<file path="config.mk">
export PLATFORM = sky130hd
export DESIGN_NAME = imu_yaw_frame_parser
export DESIGN_NICKNAME = d
export VERILOG_FILES = /design/src/rtl/iyfp_pkg.sv /design/src/rtl/iyfp_fifo.sv /design/src/rtl/iyfp_front.sv /design/src/rtl/iyfp_back.sv /design/src/rtl/imu_yaw_frame_parser.sv
export SDC_FILE = /design/constraint.sdc
export NUM_CORES = 1
export LEC_CHECK = 0
export BUFFER_PORTS_ARGS = -buffer_cell sky130_fd_sc_hd__buf_2
export CAP_MARGIN = 15
export CORE_UTILIZATION = 45
export CTS_CLUSTER_SIZE = 20
export DETAILED_ROUTE_END_ITERATION = 16
export HOLD_SLACK_MARGIN = 0.1
export PLACE_DENSITY = 0.65
export SLEW_MARGIN = 20
export SYNTH_ARGS = -nofsm -noshare
export SYNTH_HDL_FRONTEND = slang
export SYNTH_SLANG_ARGS = --single-unit
</file>
<file path="constraint.sdc">
create_clock -name clk -period 18.25 [get_ports clk]
set_clock_uncertainty 0.2 [all_clocks]
set_input_delay 5.475 -clock clk [delete_from_list [all_inputs] [get_ports clk]]
set_output_delay 5.475 -clock clk [all_outputs]
set_load 0.02 [all_outputs]
</file>
<file path="src/rtl/iyfp_pkg.sv">
// Shared types and constants for the IMU yaw frame parser.
// No dependencies; used by every module under rtl/.
`default_nettype none

package iyfp_pkg;

    localparam logic [7:0] SYNC_BYTE          = 8'h55;
    localparam logic [7:0] PACKET_TYPE_RESET  = 8'h53;
    localparam logic [3:0] FRAME_LAST         = 4'd10;
    localparam logic [3:0] POS_ANGLE_LO       = 4'd6;
    localparam logic [3:0] POS_ANGLE_HI       = 4'd7;
    localparam logic [3:0] POS_FIRST_PAYLOAD  = 4'd2;
    localparam logic [3:0] POS_TYPE           = 4'd1;

    localparam int         FIFO_DEPTH_DEFAULT = 2;

    localparam int         ADDR_W             = 3;
    localparam int         DATA_W             = 32;
    localparam logic       REG_PACKET_TYPE    = 1'b0;

    localparam logic [7:0] DEG_SCALE          = 8'd180;

    typedef enum logic [1:0] {
        PH_HUNT    = 2'd0,
        PH_TYPE    = 2'd1,
        PH_COLLECT = 2'd2
    } phase_t;

    // One finished frame, as handed from the parser to the yaw unit.
    typedef struct packed {
        logic       ok;
        logic [7:0] angle_lo;
        logic [7:0] angle_hi;
    } frame_t;

endpackage

`default_nettype wire

</file>
<file path="src/rtl/iyfp_fifo.sv">
// Small register FIFO carrying frame records from the parser to the yaw unit.
// Depends on iyfp_pkg for the frame record type.
`default_nettype none

module iyfp_fifo #(
    parameter int DEPTH = iyfp_pkg::FIFO_DEPTH_DEFAULT
) (
    input  wire               clk,
    input  wire               rst_n,
    input  wire               push,
    input  iyfp_pkg::frame_t  push_data,
    output logic              push_ready,
    input  wire               pop,
    output iyfp_pkg::frame_t  pop_data,
    output logic              pop_valid
);

    localparam int PTR_W = (DEPTH > 1) ? $clog2(DEPTH) : 1;
    localparam int CNT_W = $clog2(DEPTH + 1);

    iyfp_pkg::frame_t  mem_reg [DEPTH];
    logic [PTR_W-1:0]  wr_ptr_reg, wr_ptr_next;
    logic [PTR_W-1:0]  rd_ptr_reg, rd_ptr_next;
    logic [CNT_W-1:0]  count_reg, count_next;
    logic              do_push;
    logic              do_pop;

    assign push_ready = (count_reg != CNT_W'(DEPTH));
    assign pop_valid  = (count_reg != '0);
    assign pop_data   = mem_reg[rd_ptr_reg];
    assign do_push    = push && push_ready;
    assign do_pop     = pop && pop_valid;

    always_comb
    begin
        wr_ptr_next = wr_ptr_reg;
        rd_ptr_next = rd_ptr_reg;
        count_next  = count_reg;
        if (do_push)
        begin
            wr_ptr_next = (wr_ptr_reg == PTR_W'(DEPTH - 1)) ? '0 : wr_ptr_reg + 1'b1;
        end
        if (do_pop)
        begin
            rd_ptr_next = (rd_ptr_reg == PTR_W'(DEPTH - 1)) ? '0 : rd_ptr_reg + 1'b1;
        end
        if (do_push && !do_pop)
        begin
            count_next = count_reg + 1'b1;
        end
        else if (!do_push && do_pop)
        begin
            count_next = count_reg - 1'b1;
        end
    end

    always_ff @(posedge clk or negedge rst_n)
    begin
        if (!rst_n)
        begin
            wr_ptr_reg <= '0;
            rd_ptr_reg <= '0;
            count_reg  <= '0;
        end
        else
        begin
            wr_ptr_reg <= wr_ptr_next;
            rd_ptr_reg <= rd_ptr_next;
            count_reg  <= count_next;
        end
    end

    always_ff @(posedge clk)
    begin
        if (do_push)
        begin
            mem_reg[wr_ptr_reg] <= push_data;
        end
    end

endmodule

`default_nettype wire

</file>
<file path="src/rtl/iyfp_front.sv">
// Byte parser: sync hunt, type match, payload collection and checksum check.
// Depends on iyfp_pkg; emits one frame record per completed frame.
`default_nettype none

module iyfp_front (
    input  wire               clk,
    input  wire               rst_n,
    input  wire  [7:0]        packet_type,
    input  wire               in_valid,
    output logic              in_ready,
    input  wire  [7:0]        rx_byte,
    output logic              push,
    output iyfp_pkg::frame_t  push_data,
    input  wire               push_ready
);

    iyfp_pkg::phase_t phase_reg, phase_next;
    logic [3:0]       count_reg, count_next;
    logic [7:0]       sum_reg, sum_next;
    logic [7:0]       lo_reg, lo_next;
    logic [7:0]       hi_reg, hi_next;
    logic             accept;
    logic             at_checksum;

    assign in_ready    = push_ready;
    assign accept      = in_valid && in_ready;
    assign at_checksum = (phase_reg == iyfp_pkg::PH_COLLECT)
                         && (count_reg >= iyfp_pkg::FRAME_LAST);

    // next state
    always_comb
    begin
        phase_next = phase_reg;
        count_next = count_reg;
        sum_next   = sum_reg;
        lo_next    = lo_reg;
        hi_next    = hi_reg;
        if (accept)
        begin
            unique case (phase_reg)
                iyfp_pkg::PH_TYPE:
                begin
                    // non-matching bytes (sync included) are skipped here
                    if (rx_byte == packet_type)
                    begin
                        sum_next   = sum_reg + rx_byte;
                        phase_next = iyfp_pkg::PH_COLLECT;
                        count_next = iyfp_pkg::POS_FIRST_PAYLOAD;
                    end
                end
                iyfp_pkg::PH_COLLECT:
                begin
                    if (count_reg >= iyfp_pkg::FRAME_LAST)
                    begin
                        phase_next = iyfp_pkg::PH_HUNT;
                        count_next = '0;
                        sum_next   = '0;
                    end
                    else
                    begin
                        if (count_reg == iyfp_pkg::POS_ANGLE_LO)
                        begin
                            lo_next = rx_byte;
                        end
                        if (count_reg == iyfp_pkg::POS_ANGLE_HI)
                        begin
                            hi_next = rx_byte;
                        end
                        sum_next   = sum_reg + rx_byte;
                        count_next = count_reg + 1'b1;
                    end
                end
                default:
                begin
                    phase_next = iyfp_pkg::PH_HUNT;
                    if (rx_byte == iyfp_pkg::SYNC_BYTE)
                    begin
                        sum_next   = iyfp_pkg::SYNC_BYTE;
                        phase_next = iyfp_pkg::PH_TYPE;
                        count_next = iyfp_pkg::POS_TYPE;
                    end
                end
            endcase
        end
    end

    // outputs
    always_comb
    begin
        push               = accept && at_checksum;
        push_data.ok       = (sum_reg == rx_byte);
        push_data.angle_lo = lo_reg;
        push_data.angle_hi = hi_reg;
    end

    always_ff @(posedge clk or negedge rst_n)
    begin
        if (!rst_n)
        begin
            phase_reg <= iyfp_pkg::PH_HUNT;
            count_reg <= '0;
            sum_reg   <= '0;
        end
        else
        begin
            phase_reg <= phase_next;
            count_reg <= count_next;
            sum_reg   <= sum_next;
        end
    end

    always_ff @(posedge clk)
    begin
        lo_reg <= lo_next;
        hi_reg <= hi_next;
    end

endmodule

`default_nettype wire

</file>
<file path="src/rtl/iyfp_back.sv">
// Yaw unit: converts a checked frame's raw angle to degrees and holds the yaw.
// Depends on iyfp_pkg; drives the result word register.
`default_nettype none

module iyfp_back (
    input  wire                clk,
    input  wire                rst_n,
    input  iyfp_pkg::frame_t   pop_data,
    input  wire                pop_valid,
    output logic               pop,
    output logic               out_valid,
    input  wire                out_ready,
    output logic signed [8:0]  yaw_degrees,
    output logic               checksum_ok
);

    logic               out_valid_reg, out_valid_next;
    logic signed [8:0]  yaw_held_reg, yaw_held_next;
    logic               ok_reg, ok_next;
    logic [15:0]        raw;
    logic               neg;
    logic [16:0]        mag;
    logic [24:0]        prod;
    logic [8:0]         quot;
    logic signed [8:0]  deg;

    assign pop = pop_valid && (!out_valid_reg || out_ready);

    // |raw| * 180 / 32768, truncated, then sign restored
    always_comb
    begin
        raw  = {pop_data.angle_hi, pop_data.angle_lo};
        neg  = raw[15];
        mag  = neg ? (17'h10000 - {1'b0, raw}) : {1'b0, raw};
        prod = mag * iyfp_pkg::DEG_SCALE;
        quot = prod[23:15];
        deg  = neg ? -$signed(quot) : $signed(quot);
    end

    always_comb
    begin
        out_valid_next = out_valid_reg;
        yaw_held_next  = yaw_held_reg;
        ok_next        = ok_reg;
        if (out_valid_reg && out_ready)
        begin
            out_valid_next = 1'b0;
        end
        if (pop)
        begin
            out_valid_next = 1'b1;
            ok_next        = pop_data.ok;
            if (pop_data.ok)
            begin
                yaw_held_next = deg;
            end
        end
    end

    always_ff @(posedge clk or negedge rst_n)
    begin
        if (!rst_n)
        begin
            out_valid_reg <= 1'b0;
            yaw_held_reg  <= '0;
            ok_reg        <= 1'b0;
        end
        else
        begin
            out_valid_reg <= out_valid_next;
            yaw_held_reg  <= yaw_held_next;
            ok_reg        <= ok_next;
        end
    end

    assign out_valid   = out_valid_reg;
    assign yaw_degrees = yaw_held_reg;
    assign checksum_ok = ok_reg;

endmodule

`default_nettype wire

</file>
<file path="src/rtl/imu_yaw_frame_parser.sv">
// Top level of the IMU yaw frame parser: APB register, parser, queue, yaw unit.
// Depends on iyfp_pkg, iyfp_front, iyfp_fifo and iyfp_back.
`default_nettype none

// Takes one serial byte per word and finds 11-byte angle frames: sync 0x55, the
// packet_type byte, eight payload bytes and an additive checksum. Each finished
// frame yields one result word with the held yaw in whole degrees and a
// checksum_ok flag; yaw is updated only by frames whose checksum matches.
// packet_type sits at address 0. A byte is accepted every cycle while the frame
// queue has room; a frame's result goes through the frame queue to the yaw
// output register. The frame queue (FIFO_DEPTH entries) lets bytes keep flowing
// while results wait downstream; in_ready drops only when that queue is full.
module imu_yaw_frame_parser #(
    parameter int FIFO_DEPTH = iyfp_pkg::FIFO_DEPTH_DEFAULT
) (
    input  wire                          clk,
    input  wire                          rst_n,
    input  wire                          psel,
    input  wire                          penable,
    input  wire                          pwrite,
    input  wire  [iyfp_pkg::ADDR_W-1:0]  paddr,
    input  wire  [iyfp_pkg::DATA_W-1:0]  pwdata,
    output logic [iyfp_pkg::DATA_W-1:0]  prdata,
    output logic                         pready,
    input  wire                          in_valid,
    output logic                         in_ready,
    input  wire  [7:0]                   rx_byte,
    output logic                         out_valid,
    input  wire                          out_ready,
    output logic signed [8:0]            yaw_degrees,
    output logic                         checksum_ok
);

    logic [7:0]        packet_type_reg, packet_type_next;
    logic              reg_hit;
    iyfp_pkg::frame_t  push_data;
    iyfp_pkg::frame_t  pop_data;
    logic              push;
    logic              push_ready;
    logic              pop;
    logic              pop_valid;

    assign pready  = 1'b1;
    assign reg_hit = (paddr[iyfp_pkg::ADDR_W-1] == iyfp_pkg::REG_PACKET_TYPE);

    always_comb
    begin
        packet_type_next = packet_type_reg;
        if (psel && penable && pwrite && reg_hit)
        begin
            packet_type_next = pwdata[7:0];
        end
    end

    always_comb
    begin
        prdata = '0;
        if (reg_hit)
        begin
            prdata = {{(iyfp_pkg::DATA_W - 8){1'b0}}, packet_type_reg};
        end
    end

    always_ff @(posedge clk or negedge rst_n)
    begin
        if (!rst_n)
        begin
            packet_type_reg <= iyfp_pkg::PACKET_TYPE_RESET;
        end
        else
        begin
            packet_type_reg <= packet_type_next;
        end
    end

    iyfp_front u_front (
        .clk         (clk),
        .rst_n       (rst_n),
        .packet_type (packet_type_reg),
        .in_valid    (in_valid),
        .in_ready    (in_ready),
        .rx_byte     (rx_byte),
        .push        (push),
        .push_data   (push_data),
        .push_ready  (push_ready)
    );

    iyfp_fifo #(
        .DEPTH (FIFO_DEPTH)
    ) u_fifo (
        .clk        (clk),
        .rst_n      (rst_n),
        .push       (push),
        .push_data  (push_data),
        .push_ready (push_ready),
        .pop        (pop),
        .pop_data   (pop_data),
        .pop_valid  (pop_valid)
    );

    iyfp_back u_back (
        .clk         (clk),
        .rst_n       (rst_n),
        .pop_data    (pop_data),
        .pop_valid   (pop_valid),
        .pop         (pop),
        .out_valid   (out_valid),
        .out_ready   (out_ready),
        .yaw_degrees (yaw_degrees),
        .checksum_ok (checksum_ok)
    );

endmodule

`default_nettype wire

</file>
==> impl_metrics.yaml, run 1 <==
cts:
  tritoncts: "yes"
  clkTransAtPathRegs_ps: 70
  clock_path_buffers: 2
  post_cts_buffers: 0
  hold_buffers: 0
  cts_sinks: 87
  htree_levels: 3
  cts_resized: 0
  clk-insertion-delay-late_ps: 340
  cts_root_buffer: "clkbuf_16"
  numCtsBuffers: 9
synthesis:
  yosysTopAreaCell: "edfxtp_1"
  ys_ff_latch: 87
  yosysWarnings: 0
  synth_async_sr_flop_share_pct: 42.5
  avgSynthCellArea_sq_um: 10.2
  synth.most_common_cell: "inv_1"
  netlist_instances: 643
  ys_types: 68
  synth_top_cells_by_area: "edfxtp_1, dfrtp_1, ha_1, fa_1, xnor2_1"
  ys_seq_area_share_pct: 37.0
  netlist_top_cells_count: "inv_1, ha_1, edfxtp_1"
  ys.flop_type: "edfxtp_1"
  syn_area_sq_um: 6580
  synth_top_area_share_pct: 22.8
  synth_edf_count: 50
global_routing:
  grt_first_pass_wirelength_mm: 20.6
  grt_use_met3_pct: 3.97
  grtUsageTotal_pct: 17.4
  met2_usage_pct: 29.4
  grt_busiest_layer: "met2"
  overflow: 0
  antenna_found_initial: 0
  grt_pass1_vias: 4442
  grt_util_met1_pct: 22.2
  grt_max_degree: 38
critical_path:
  critPathArrivalTime_ps: 5910
  cp_num_buf_inv: 2
  r2r-end: "u_back.yaw_degrees[3]"
  path_cells: "buf_2 > nor2b_1 > buf_2"
  worstPathMaxFanout: 9
  startpoint_type: "input port"
  crit_type: "input port to primary output"
  path_delay_family: "buffers and inverters"
  end_kind: "primary output"
  cpMaxStageDelayCell: "buf_2"
  reg2reg_depth: 23
  rrSetupSlack_ps: 11650
  worstPathRequired_ps: 12570
  path_common_cell: "buf_2"
  reg2reg_from: "u_fifo.rd_ptr_reg"
  cpPeakStageDelay_ps: 170
die:
  core_sq_um: 14100
  die_h_um: 123
  start_util_pct: 46.7
  fp-row-count: 43
  die-area_sq_um: 15100
  dieWidth_um: 123
  io_pins: 95
place:
  finalWeightedCongestion: 0.870
  dp_slack_ps: 6660
  dp_hpwl_mm: 9.71
  numPortBuffers: 43
timing:
  rsz0062_at_grt: "no"
  hold_viol: 0
  worstMarginPinSlew_ps: 844
  setup_viol: 0
  min_period_ps: 11590
  max_freq_ghz: 0.0863
  slew_headroom_pct: 43.7
  timing.hold.ws_ps: 242
  timing.final.max_slew_violations: 0
  layout_setup_ws_ps: 6660
  finalCritPeriodShare_pct: 63.5
  tns_ps: 0
routing:
  dr.pass1.iters: 4
  drt-vias-per-instance: 5.19
  vias: 4528
  drtAntennaViolNets: 0
  wire_per_inst_um: 13.8
  drtIter0Drc: 189
  drc: 0
  wirelength_mm: 12.1
flow_run:
  maxCapViolations: 0
min_path:
  hold_class: "register to register"
  hold_start: "u_front.lo_reg[7]"
  whs_endpoint: "u_fifo.mem_reg[0][15]"
  whs_path_depth: 0
finish:
  drive_above_1_share_pct: 13.7
  n_antenna_cell: 0
  largest_reg_flops: 34
  utilization_pct: 50.9
  area.growth.synth_to_final_pct: 9.04
  final_nets: 818
status:
  status: "finished clean"
[metrics by stage]
step / instance area, sq um / std cells
after floorplan: 6670 / 668
after detailed placement: 6900 / 857
final: 7170 / 873
after global routing: 7170 / 873
after CTS: 7170 / 873
after global placement: 6900 / 857
[cells in the final DEF (no fill, tap or decap), types with 4 or more instances in the layout]
master     Yosys  final
mux2_2        12     12
o21ai_0       25     25
nor3b_1        4      4
xor2_1        26     26
nor4_1         5      5
nor2b_1       10     10
a31oi_1        7      7
mux2i_1       14     14
o21ai_1        7      7
nor3_1        15     14
buf_2          3     43
nand2_1       45     45
a21oi_1       29     29
buf_4         25      4
inv_1         65     65
ha_1          62     62
nand2b_1       8      8
conb_1         2     27
nor2_1        34     34
o31ai_1        8      7
dfstp_2        4      4
clkbuf_16      0      9
dfrtp_1       33     33
edfxtp_1      50     50
a21o_1         6      6
xnor2_1       39     39
and2_1         5      5
fa_1          18     18
nand3_1        9      9
[final cells by class]
class	instances	area, sq um
Timing Repair Buffer	47	245
Multi-Input combinational cell	478	3750
Fill cell	1331	6920
Sequential cell	87	2430
Tap cell	180	225
Clock inverter	6	46.3
Clock buffer	10	229
Inverter	65	244
[routing by layer]
layer  vias up  share of wire, %
met5         -                 0
met4         0               1.3
met3        10               3.5
met2        75                48
met1      2137                47
li1       2306                 -
[cells by family after synthesis]
group	Yosys count	share of synthesized area [%]
AOI/OAI and AO/OA	122	13.0
muxes	26	4.18
other	2	0.114
xor gates and xnor gates	65	8.66
and+or+nand+nor	158	12.3
adders and majority gates	80	17.3
buffers and inverters	103	7.59
DFF	87	37.0
[worst max path at each step]
stage / start / slack, ps / cells past startpoint / to
4_1_cts: paddr[2] / 6660 / 3 / prdata[3]
5_1_grt: paddr[2] / 6620 / 3 / prdata[3]
3_3_place_gp: paddr[2] / 6690 / 3 / prdata[1]
3_5_place_dp: paddr[2] / 6660 / 3 / prdata[3]
2_1_floorplan: paddr[2] / 6800 / 1 / prdata[0]
6_report: paddr[2] / 6660 / 3 / prdata[3]
Power of run 1 is not shown: default switching activity piles up to over one toggle a cycle in this logic, so the estimate is an artifact.
==> run 2: changes to the inputs <==
==> constraint.sdc (replaced) <==
create_clock -name clk -period 12.1 [get_ports clk]
set_clock_uncertainty 0.2 [all_clocks]
set_input_delay 3.63 -clock clk [delete_from_list [all_inputs] [get_ports clk]]
set_output_delay 3.63 -clock clk [all_outputs]
set_load 0.02 [all_outputs]
==> impl_metrics.yaml, run 2 (synthesized netlist as in run 1, its figures left out) <==
timing:
  worstMarginPinSlew_ps: 853
  timing.final.max_slew_violations: 0
  min_period_ps: 7910
  rsz0062_at_grt: "no"
  tns_ps: 0
  hold_viol: 0
  max_freq_ghz: 0.126
  slew_headroom_pct: 43.1
  setup_viol: 0
  finalCritPeriodShare_pct: 65.3
die:
  core_sq_um: 14100
  fp-row-count: 43
  start_util_pct: 46.7
  die-area_sq_um: 15100
  die_h_um: 123
  dieWidth_um: 123
  io_pins: 95
finish:
  drive_above_1_share_pct: 13.6
  final_common_cell: "inv_1"
  final_nets: 818
  layout_common_cells: "inv_1, ha_1, edfxtp_1"
  area.growth.synth_to_final_pct: 10.0
  n_antenna_cell: 0
  largest_reg_flops: 34
routing:
  drt-vias-per-instance: 5.22
  drtIter0Drc: 211
  vias: 4560
  drc: 0
  dr.pass1.iters: 4
  wirelength_mm: 12.3
  drtAntennaViolNets: 0
  wire_per_inst_um: 14.1
critical_path:
  rrSetupSlack_ps: 5380
  cp_num_buf_inv: 2
  cpPeakStageDelay_ps: 170
  worstPathRequired_ps: 8270
  worstPathMaxFanout: 9
  path_cells: "buf_2 > nor2b_1 > buf_2"
  cp-startpoint: "paddr[2]"
  cp-endpoint: "prdata[3]"
  reg2reg_from: "u_fifo.rd_ptr_reg"
  cpMaxStageDelayCell: "buf_2"
  reg2reg_depth: 23
  end_kind: "primary output"
  crit_type: "input port to primary output"
  path_depth: 3
  critPathArrivalTime_ps: 4080
  startpoint_type: "input port"
  path_delay_family: "buffers and inverters"
  path_common_cell: "buf_2"
  r2r-end: "u_back.yaw_degrees[8]"
cts:
  cts_root_buffer: "clkbuf_16"
  tritoncts: "yes"
  cts_resized: 0
  clock_path_buffers: 2
  htree_levels: 3
  hold_buffers: 0
  numCtsBuffers: 9
  clk-insertion-delay-late_ps: 340
  cts_sinks: 87
  clkTransAtPathRegs_ps: 60
  post_cts_buffers: 0
flow_run:
  maxCapViolations: 0
global_routing:
  overflow: 0
  grt_use_met3_pct: 3.27
  grt_pass1_vias: 4505
  antenna_found_initial: 0
  met2_usage_pct: 30.1
  grtUsageTotal_pct: 17.6
  grt_busiest_layer: "met2"
  grt_max_degree: 38
  grt_util_met1_pct: 22.4
  grt_first_pass_wirelength_mm: 20.8
place:
  numPortBuffers: 43
  dp_hpwl_mm: 9.78
  finalWeightedCongestion: 0.860
min_path:
  hold_class: "register to register"
  hold_start: "u_front.hi_reg[0]"
status:
  status: "finished clean"
-- run 2: changes by cell type in the layout (fill, tap and decap cells not counted) --
cell	before	now
bufinv_16	0	3
clkbuf_1	1	2
clkinv_2	1	0
clkinv_4	2	1
clkinvlp_4	2	1
inv_6	1	0
-- run 2: worst min path at each step --
stage,end,slack [ps],cells past startpoint
2_1_floorplan,u_fifo.mem_reg[0][0],220,0
3_3_place_gp,u_fifo.mem_reg[0][4],220,0
3_5_place_dp,u_fifo.mem_reg[0][5],240,0
4_1_cts,u_fifo.mem_reg[0][5],250,0
5_1_grt,u_fifo.mem_reg[0][5],270,0
6_report,u_fifo.mem_reg[0][0],250,0
-- run 2: final cells by class --
cell class	count	area [sq um]
clock buffers	11	233
inverters	65	244
clock inverters	5	106
flip-flops and latches	87	2430
repair buffers	47	245
fillers	1307	6860
multi-input cells	478	3750
well taps	180	225
-- run 2: worst register-to-register path, delay by kind of cell, from the launching register on --
family	cells	cell delay, ps
XOR/XNOR	1	250
AND/OR/NAND/NOR	6	1490
adder cells (fa/ha/maj)	5	1820
multiplexers	1	460
buffers and inverters	3	460
flip-flops	1	330
AO/OA/AOI/OAI	7	1610
-- run 2: per-stage QoR --
| stage | hold WS (ps) | worst slack [ps] | cell area (sq um) | cells | util, % |
|---|---|---|---|---|---|
| floorplan | 221 | 4340 | 6670 | 668 | - |
| global placement | 225 | 4220 | 6900 | 857 | 48.9 |
| detailed placement | 240 | 4190 | 6900 | 857 | 48.9 |
| CTS | 254 | 4190 | 7240 | 873 | 51.3 |
| global route | 271 | 4170 | 7240 | 873 | 51.3 |
| finish | 254 | 4190 | 7240 | 873 | 51.3 |
-- run 2: routing by layer --
metal,vias up,part of all wire [%]
met5,-,0
met1,2155,47
met4,0,1.5
li1,2316,-
met2,77,49
met3,12,2.8
Power of run 2 is left out for the same reason.
==> run 3: changes to the inputs <==
--- a/config.mk
+++ b/config.mk
@@ -5,6 +5,7 @@
 export SDC_FILE = /design/constraint.sdc
 export NUM_CORES = 1
 export LEC_CHECK = 0
+export ABC_AREA = 1
 export BUFFER_PORTS_ARGS = -buffer_cell sky130_fd_sc_hd__buf_2
 export CAP_MARGIN = 15
 export CORE_UTILIZATION = 45
==> constraint.sdc (replaced) <==
create_clock -name clk -period 8 [get_ports clk]
set_clock_uncertainty 0.2 [all_clocks]
set_input_delay 2.4 -clock clk [delete_from_list [all_inputs] [get_ports clk]]
set_output_delay 2.4 -clock clk [all_outputs]
set_load 0.02 [all_outputs]
==> impl_metrics.yaml, run 3 <==
synthesis:
  synth.most_common_cell: "nand2_1"
  yosysTopAreaCell: "edfxtp_1"
  synth_edf_count: 50
  synth_async_sr_flop_share_pct: 42.5
  syn_area_sq_um: 6800
  yosysWarnings: 0
  ys_seq_area_share_pct: 35.8
  ys_ff_latch: 87
  synth_top_area_share_pct: 22.1
  netlist_top_cells_count: "nand2_1, inv_1, nor2_1"
  avgSynthCellArea_sq_um: 8.33
  ys.flop_type: "edfxtp_1"
  synth_top_cells_by_area: "edfxtp_1, dfrtp_1, ha_1, nand2_1, inv_1"
  ys_types: 48
  netlist_instances: 816
global_routing:
  grt_pass1_vias: 5005
  overflow: 0
  grtUsageTotal_pct: 17.4
  grt_max_degree: 38
  grt_first_pass_wirelength_mm: 22.2
  antenna_found_initial: 0
min_path:
  whs_endpoint: "u_fifo.mem_reg[1][0]"
  whs_path_depth: 0
  hold_class: "register to register"
  hold_start: "u_front.hi_reg[0]"
flow_run:
  maxCapViolations: 0
cts:
  cts_resized: 0
  hold_buffers: 0
  tritoncts: "yes"
  clkTransAtPathRegs_ps: 60
  post_cts_buffers: 0
  htree_levels: 3
  cts_root_buffer: "clkbuf_16"
  cts_sinks: 87
  numCtsBuffers: 9
  clock_path_buffers: 2
  clk-insertion-delay-late_ps: 330
finish:
  nFillCells: 1409
  largest_reg_flops: 34
  final_common_cell: "nand2_1"
  layout_common_cells: "nand2_1, inv_1, nor2_1"
  final_nets: 996
  n_antenna_cell: 0
  drive_above_1_share_pct: 12.5
  area.growth.synth_to_final_pct: 9.13
critical_path:
  reg2reg_from: "u_fifo.rd_ptr_reg"
  worstPathRequired_ps: 8020
  rrSetupSlack_ps: 1850
  startpoint_type: "register"
  r2r-end: "u_back.yaw_degrees[6]"
  crit_type: "register to register"
  reg2reg_depth: 27
  end_kind: "register"
  worstPathMaxFanout: 19
  critPathArrivalTime_ps: 6170
timing:
  finalCritPeriodShare_pct: 76.8
  tns_ps: 0
  min_period_ps: 6150
  worstMarginPinSlew_ps: 817
  timing.final.max_slew_violations: 0
  rsz0062_at_grt: "no"
  slew_headroom_pct: 45.5
  setup_viol: 0
  max_freq_ghz: 0.163
  hold_viol: 0
die:
  die_h_um: 125
  die-area_sq_um: 15600
  fp-row-count: 44
  io_pins: 95
  dieWidth_um: 125
  core_sq_um: 14600
  start_util_pct: 46.4
routing:
  dr.pass1.iters: 4
  wire_per_inst_um: 11.9
  drtIter0Drc: 216
  wirelength_mm: 12.5
  drt-vias-per-instance: 4.73
  vias: 4993
  drc: 0
  drtAntennaViolNets: 0
place:
  numPortBuffers: 43
  dp_hpwl_mm: 10.2
  finalWeightedCongestion: 0.902
status:
  status: "finished clean"
==> run 3: cell types whose count changed after synthesis, moves of 9 or more <==
cell / before / now
inv_1: 65 / 155
mux2_2: 12 / 0
mux2i_1: 14 / 3
nand2_1: 45 / 160
nand3_1: 9 / 40
nor2_1: 34 / 63
nor2b_1: 10 / 0
nor3_1: 15 / 6
xnor2_1: 39 / 9
==> run 3: how the worst max path moves through the flow <==
stage,to,cells past startpoint,start
5_1_grt,u_back.yaw_degrees[6],28,u_fifo.rd_ptr_reg
6_report,u_back.yaw_degrees[6],27,u_fifo.rd_ptr_reg
4_1_cts,u_back.yaw_degrees[4],28,u_fifo.rd_ptr_reg
2_1_floorplan,prdata[0],2,paddr[2]
3_3_place_gp,u_back.yaw_degrees[4],28,u_fifo.rd_ptr_reg
3_5_place_dp,u_back.yaw_degrees[4],28,u_fifo.rd_ptr_reg
==> run 3: kinds of logic (layout without fill, tap and decap cells) <==
logic type      count (synthesis)  in the layout  synth area share, %
compound gates                 88             88                 7.70
xor+xnor                       43             43                 5.87
fa+ha+maj                      80             80                 16.7
buf+inv                       196            226                 12.6
flops                          87             87                 35.8
mux                             3              3                0.442
other cells                     2             27                0.111
simple gates                  317            317                 20.8
==> run 3: metrics by stage <==
| step | cell area, sq um | cells | utilization (%) | hold slack, ps | worst slack [ps] |
|---|---|---|---|---|---|
| after floorplan | 6890 | 841 | - | 221 | 2520 |
| after global placement | 7130 | 1039 | 48.7 | 224 | 1840 |
| after CTS | 7420 | 1055 | 50.6 | 245 | 1740 |
| final | 7420 | 1055 | 50.6 | 246 | 1850 |
| after global routing | 7420 | 1055 | 50.6 | 262 | 1190 |
| after detailed placement | 7130 | 1039 | 48.7 | 233 | 1760 |
==> run 3: layout make-up <==
type                            count  area (sq um)  area share, %
Multi-Input combinational cell    558          3600           48.6
Sequential cell                    87          2430           32.8
Inverter                          163           614           8.28
Clock buffer                       13           275           3.71
Timing Repair Buffer               47           245           3.31
Tap cell                          184           230           3.10
Clock inverter                      3          15.0          0.202
==> run 3: layer usage <==
layer | vias to the layer above | global-route usage [%] | part of all wire (%)
met1 | 2251 | 21.1 | 46
li1 | 2646 | - | -
met3 | 15 | 1.93 | 2.7
met5 | - | 0 | 0
met4 | 0 | 6.46 | 1.8
met2 | 81 | 31.9 | 49
==> run 3: worst max-delay path, stage by stage (launching register included) <==
cell and delay (ps):
dfrtp_1 870, inv_4 210, or2_1 280, o21ai_2 90
nand2_1 110, nand3b_2 250, nor3_2 160, nand3_1 120
nand2_1 90, xnor2_1 150, inv_1 70, ha_1 330
inv_1 70, fa_1 470, fa_1 550, inv_1 40
ha_1 340, a21oi_1 250, nand2_1 110, inv_1 80
nand4_1 180, nand2_1 140, ha_1 180, nand3_1 100
o21ai_1 320, nand3_1 110, nand3_1 100, nand2_1 60
Power of run 3 is left out for the same reason.
